$ cat src/rtl/scwp_pkg.sv
// Shared types and constants for the Schulze widest-path strength core.
// No dependencies; every other file in rtl/ refers to it by scoped names.
package scwp_pkg;

    localparam int CC_W       = 5;
    localparam int INDEX_W    = 4;
    localparam int STRENGTH_W = 16;

    localparam logic [CC_W-1:0] CC_RESET = 5'd16;

    typedef enum logic [1:0] {
        OP_LOAD    = 2'd0,
        OP_COMPUTE = 2'd1,
        OP_READ    = 2'd2,
        OP_NOP     = 2'd3
    } opcode_e;

    // Commands from the controller to the datapath
    typedef struct packed {
        logic item_load;
        logic cnt_wr;
        logic clr_wr;
        logic a_clr;
        logic a_inc;
        logic b_clr;
        logic b_inc;
        logic m_clr;
        logic m_inc;
        logic rd_item;
        logic init_rd;
        logic init_wr;
        logic via_rd;
        logic via_latch;
        logic fw_rd;
        logic fw_wr;
        logic res_load;
    } cmd_t;

    // Status from the datapath to the controller
    typedef struct packed {
        opcode_e op;
        logic    n_zero;
        logic    clr_last;
        logic    a_last;
        logic    b_last;
        logic    m_last;
        logic    a_is_m;
    } sts_t;

endpackage

$ cat src/rtl/scwp_ctrl.sv
// Sequencer for the strength core: clearing pass, load/read/compute flow,
// result handshake. Depends on scwp_pkg; drives the datapath by cmd_t.
module scwp_ctrl (
    input  logic           clk,
    input  logic           rst_n,
    input  logic           in_valid,
    output logic           in_ready,
    output logic           out_valid,
    input  logic           out_ready,
    input  scwp_pkg::sts_t sts,
    output scwp_pkg::cmd_t cmd
);

    typedef enum logic [3:0] {
        S_CLEAR,
        S_IDLE,
        S_RD_ISSUE,
        S_RESULT,
        S_INIT_RD,
        S_INIT_WR,
        S_FW_HEAD,
        S_FW_LATCH,
        S_FW_RD,
        S_FW_WR
    } state_t;

    state_t state_reg;
    state_t state_next;
    logic   out_valid_reg;
    logic   out_valid_next;

    assign out_valid = out_valid_reg;

    always_comb
    begin
        cmd            = '0;
        state_next     = state_reg;
        out_valid_next = out_valid_reg && !out_ready;
        in_ready       = 1'b0;
        case (state_reg)
            S_CLEAR:
            begin
                cmd.clr_wr = 1'b1;
                if (sts.clr_last)
                begin
                    state_next = S_IDLE;
                end
            end
            S_IDLE:
            begin
                in_ready = 1'b1;
                if (in_valid)
                begin
                    cmd.item_load = 1'b1;
                    case (sts.op)
                        scwp_pkg::OP_LOAD:
                        begin
                            cmd.cnt_wr = 1'b1;
                        end
                        scwp_pkg::OP_COMPUTE:
                        begin
                            cmd.a_clr  = 1'b1;
                            cmd.b_clr  = 1'b1;
                            cmd.m_clr  = 1'b1;
                            state_next = sts.n_zero ? S_RESULT : S_INIT_RD;
                        end
                        scwp_pkg::OP_READ:
                        begin
                            state_next = S_RD_ISSUE;
                        end
                        default:
                        begin
                            state_next = S_IDLE;
                        end
                    endcase
                end
            end
            S_RD_ISSUE:
            begin
                cmd.rd_item = 1'b1;
                state_next  = S_RESULT;
            end
            S_RESULT:
            begin
                // hold until the output register is free
                if (!out_valid_reg || out_ready)
                begin
                    cmd.res_load   = 1'b1;
                    out_valid_next = 1'b1;
                    state_next     = S_IDLE;
                end
            end
            S_INIT_RD:
            begin
                cmd.init_rd = 1'b1;
                state_next  = S_INIT_WR;
            end
            S_INIT_WR:
            begin
                cmd.init_wr = 1'b1;
                state_next  = S_INIT_RD;
                if (sts.b_last)
                begin
                    cmd.b_clr = 1'b1;
                    if (sts.a_last)
                    begin
                        cmd.a_clr  = 1'b1;
                        state_next = S_FW_HEAD;
                    end
                    else
                    begin
                        cmd.a_inc = 1'b1;
                    end
                end
                else
                begin
                    cmd.b_inc = 1'b1;
                end
            end
            S_FW_HEAD:
            begin
                if (sts.a_is_m)
                begin
                    // skip the intermediate's own row
                    state_next = S_FW_HEAD;
                    if (sts.a_last)
                    begin
                        if (sts.m_last)
                        begin
                            state_next = S_RESULT;
                        end
                        else
                        begin
                            cmd.m_inc = 1'b1;
                            cmd.a_clr = 1'b1;
                        end
                    end
                    else
                    begin
                        cmd.a_inc = 1'b1;
                    end
                end
                else
                begin
                    cmd.via_rd = 1'b1;
                    cmd.b_clr  = 1'b1;
                    state_next = S_FW_LATCH;
                end
            end
            S_FW_LATCH:
            begin
                cmd.via_latch = 1'b1;
                state_next    = S_FW_RD;
            end
            S_FW_RD:
            begin
                cmd.fw_rd  = 1'b1;
                state_next = S_FW_WR;
            end
            S_FW_WR:
            begin
                cmd.fw_wr = 1'b1;
                if (sts.b_last)
                begin
                    state_next = S_FW_HEAD;
                    if (sts.a_last)
                    begin
                        if (sts.m_last)
                        begin
                            state_next = S_RESULT;
                        end
                        else
                        begin
                            cmd.m_inc = 1'b1;
                            cmd.a_clr = 1'b1;
                        end
                    end
                    else
                    begin
                        cmd.a_inc = 1'b1;
                    end
                end
                else
                begin
                    cmd.b_inc  = 1'b1;
                    state_next = S_FW_RD;
                end
            end
            default:
            begin
                state_next = S_IDLE;
            end
        endcase
    end

    always_ff @(posedge clk or negedge rst_n)
    begin
        if (!rst_n)
        begin
            state_reg     <= S_CLEAR;
            out_valid_reg <= 1'b0;
        end
        else
        begin
            state_reg     <= state_next;
            out_valid_reg <= out_valid_next;
        end
    end

endmodule

$ cat config.mk
export PLATFORM = sky130hd
export DESIGN_NAME = scwp_ctrl
export DESIGN_NICKNAME = d
export VERILOG_FILES = /design/src/rtl/scwp_pkg.sv /design/src/rtl/scwp_ctrl.sv
export SDC_FILE = /design/constraint.sdc
export NUM_CORES = 1
export LEC_CHECK = 0
export BUFFER_PORTS_ARGS = -buffer_cell sky130_fd_sc_hd__buf_4
export CELL_PAD_IN_SITES_DETAIL_PLACEMENT = 0
export CELL_PAD_IN_SITES_GLOBAL_PLACEMENT = 1
export CORE_ASPECT_RATIO = 0.8
export CORE_MARGIN = 10
export CORE_UTILIZATION = 30
export DETAILED_ROUTE_END_ITERATION = 10
export GPL_ROUTABILITY_DRIVEN = 1
export GPL_TIMING_DRIVEN = 0
export PLACE_DENSITY = 0.88
export SLEW_MARGIN = 20
export SYNTH_ARGS = -nofsm -noshare
export SYNTH_HDL_FRONTEND = slang
export SYNTH_SLANG_ARGS = --single-unit
$ cat constraint.sdc
create_clock -name clk -period 1.98 [get_ports clk]
set_input_delay 0.396 -clock clk [delete_from_list [all_inputs] [get_ports clk]]
set_output_delay 0.396 -clock clk [all_outputs]
set_load 0.005 [all_outputs]
==> out/qor.csv <==
metric,value,unit
status,"finished, final reports clean",
"Hold Vio Cnt, Final",0,
ratio of final minimum period to clock period,0.994,
die area,0.00427,sq mm
CP arrival,1.57,ns
Setup CP Type,reg2out,
Seq cells post-synth,5,
number of H-tree levels,1,
"area leader, netlist",dfrtp_1,
Post-Syn Area,614,sq um
drt drc,0,
"delay-heaviest family, CP",flip-flops,
clock sinks,5,
WL per Instance,14.0,um
CP cell instances,buf_6 -> and4bb_2 -> nand2_2 -> a21oi_2 -> a311o_1 -> buf_4,
max FFs per register,4,
Post-Syn Nets,99,
Vias/cell,5.20,
grt ovf,0,
Synth top cells by count,"8 x nand2_1, 8 x nand2b_1, 8 x nor2_1",
critical path's slowest cell,dfrtp_1,
I/O Pins,31,
clock tree buffer depth,2,
post-route ant nets,0,
die height,60.5,um
Final TNS setup,0,ns
vias in the first global route,705,
Setup crit end kind,output port,
cells after synthesis,84,
crit-path max FO,4,
Worst setup SP type,register,
CP max stage delay,0.40,ns
TritonCTS Buffers,3,
Clock Skew,0.00125,ns
Starting Density,0.322,
Port Buffers,30,
antenna fix cells,0,
unrepaired setup endpoints after global routing,yes,
Pwr Total,738,uW
initial DRC count,42,
"Req. time, crit path",1.58,ns
final net count,140,
Avg Inst Size Synth,7.31,sq um
Synth Flop Type,dfrtp_1,
Core Area,0.00191,sq mm
Total Routing Usage GR,0.0920,
Worst VDD drop,351,uV
Post-synth EDFFs,0,
CTS tree,done,
1st-pass router iterations,4,
gpl congestion,0.825,
Post-synth ARST share,1.00,
vias,769,
actual slew at the worst max-slew pin,0.347,ns
post-DP HPWL,1660,um
Power Dens Cells,758,mW/mm^2
min cycle time layout,1.97,ns
# rows,14,
die span in x,70.6,um
Root Driver,clkbuf_4,
# setup viols final,0,
max cap viols,0,
Clock transition at path regs,0.04,ns
Buf/Inv on CP,2,
Yosys cell types,34,
fill count,185,
Syn-to-layout area delta,58.5,%
antenna violations before repair,0,
internal reg-to-reg setup slack,0.49,ns
Layout Utilization,0.510,
largest net degree at the start of global routing,11,
latest clock arrival within the worst-skew pair,0.24,ns
Relative slew margins,0.767,
first-pass GRT wire length,3300,um
Ys Warns,0,
leakage power,0.468,nW
routed wire length,2070,um
FMAX,508,MHz
synth top area cells,"dfrtp_1 20%, nand2b_1 8.1%, ha_1 6.1%, nand2_1 4.9%, nor2_1 4.9%",
sequential cell area fraction in the yosys report,0.204,
layout cells sized above 1,0.435,
Final Hold Slack,0.456,ns
Hold Path Class,in2reg,
Pins Over Slew Limit,0,
Synth top area share,0.204,
stage by stage:
stage / std cells / instance area, sq um / worst slack, ns
final: 148 / 973 / 0.0125
after floorplan: 84 / 614 / 0.409
after CTS: 145 / 921 / 0.00249
after global routing: 148 / 973 / -0.0403
after detailed placement: 138 / 870 / 0.237
after global placement: 138 / 870 / 0.229
cell usage in the layout, fill, tap and decap left out, types with 2 or more instances in the layout:
master     n
o21ai_0    4
a21oi_1    2
nor2b_1    2
a211oi_1   2
nand3_1    3
o21a_1     2
buf_2      2
nor2_1     8
ha_1       3
a21o_1     3
nand2_1    7
buf_4     36
clkbuf_4   4
dfrtp_2    2
inv_1      3
nand2b_1   7
nor3_1     4
dfrtp_1    3
nand3b_1   2
report_power, final:
group          switching [mW]  internal (mW)  leakage [nW]  total, mW
registers              0.0221          0.124        0.0620      0.146
clock network          0.0408         0.0761        0.0150      0.117
logic                   0.222          0.252         0.391      0.474
cells by family after synthesis:
kind of cell / share of synthesized area
compound gates: 0.244
fa+ha+maj: 0.0611
buf+inv: 0.0672
flops: 0.204
simple gates: 0.424
final timing paths:
path                       depth (start not counted)                      from                        to
setup / recovery                                   6  state_reg[0]$_DFFE_PN0P_                   cmd[13]
hold / removal                                     3                 out_ready       out_valid$_DFF_PN0_
setup reg to reg                                   6  state_reg[0]$_DFFE_PN0P_  state_reg[0]$_DFFE_PN0P_
hold reg to reg                                    2       out_valid$_DFF_PN0_       out_valid$_DFF_PN0_
max in group asynchronous                          2                     rst_n  state_reg[1]$_DFFE_PN0P_
min in group asynchronous                          2                     rst_n  state_reg[0]$_DFFE_PN0P_
layer usage:
| metal | wire (um) | GRT usage | part of all wire |
|---|---|---|---|
| met4 | 27 | 0.0496 | 0.013 |
| met3 | 175 | 0.0196 | 0.085 |
| met2 | 936 | 0.150 | 0.45 |
| met1 | 925 | 0.113 | 0.45 |
| met5 | 0 | 0 | 0 |
worst min-delay path: cells and delay by family:
family | cells | cell delay [ns]
simple gates | 2 | 0.18
buf+inv | 1 | 0.07
layout make-up:
| cell class | count | area (sq um) | area share |
|---|---|---|---|
| multi-input cells | 71 | 469 | 0.482 |
| repair buffers | 36 | 277 | 0.284 |
| flip-flops and latches | 5 | 128 | 0.131 |
| plain buffers | 5 | 32.5 | 0.0334 |
| well taps | 24 | 30.0 | 0.0308 |
| clock buffers | 4 | 26.3 | 0.0270 |
| inverters | 3 | 11.3 | 0.0116 |
what timing repair did:
item,4_1_cts,5_1_grt
cloned,0,0
hold endpoints to repair,5,0
hold buffers,1,0
buffers inserted,2,3
endpoints found under the setup margin,1,3
pin swaps,0,3
gates resized for setup,0,10
Power figures use the tool's default switching activity.
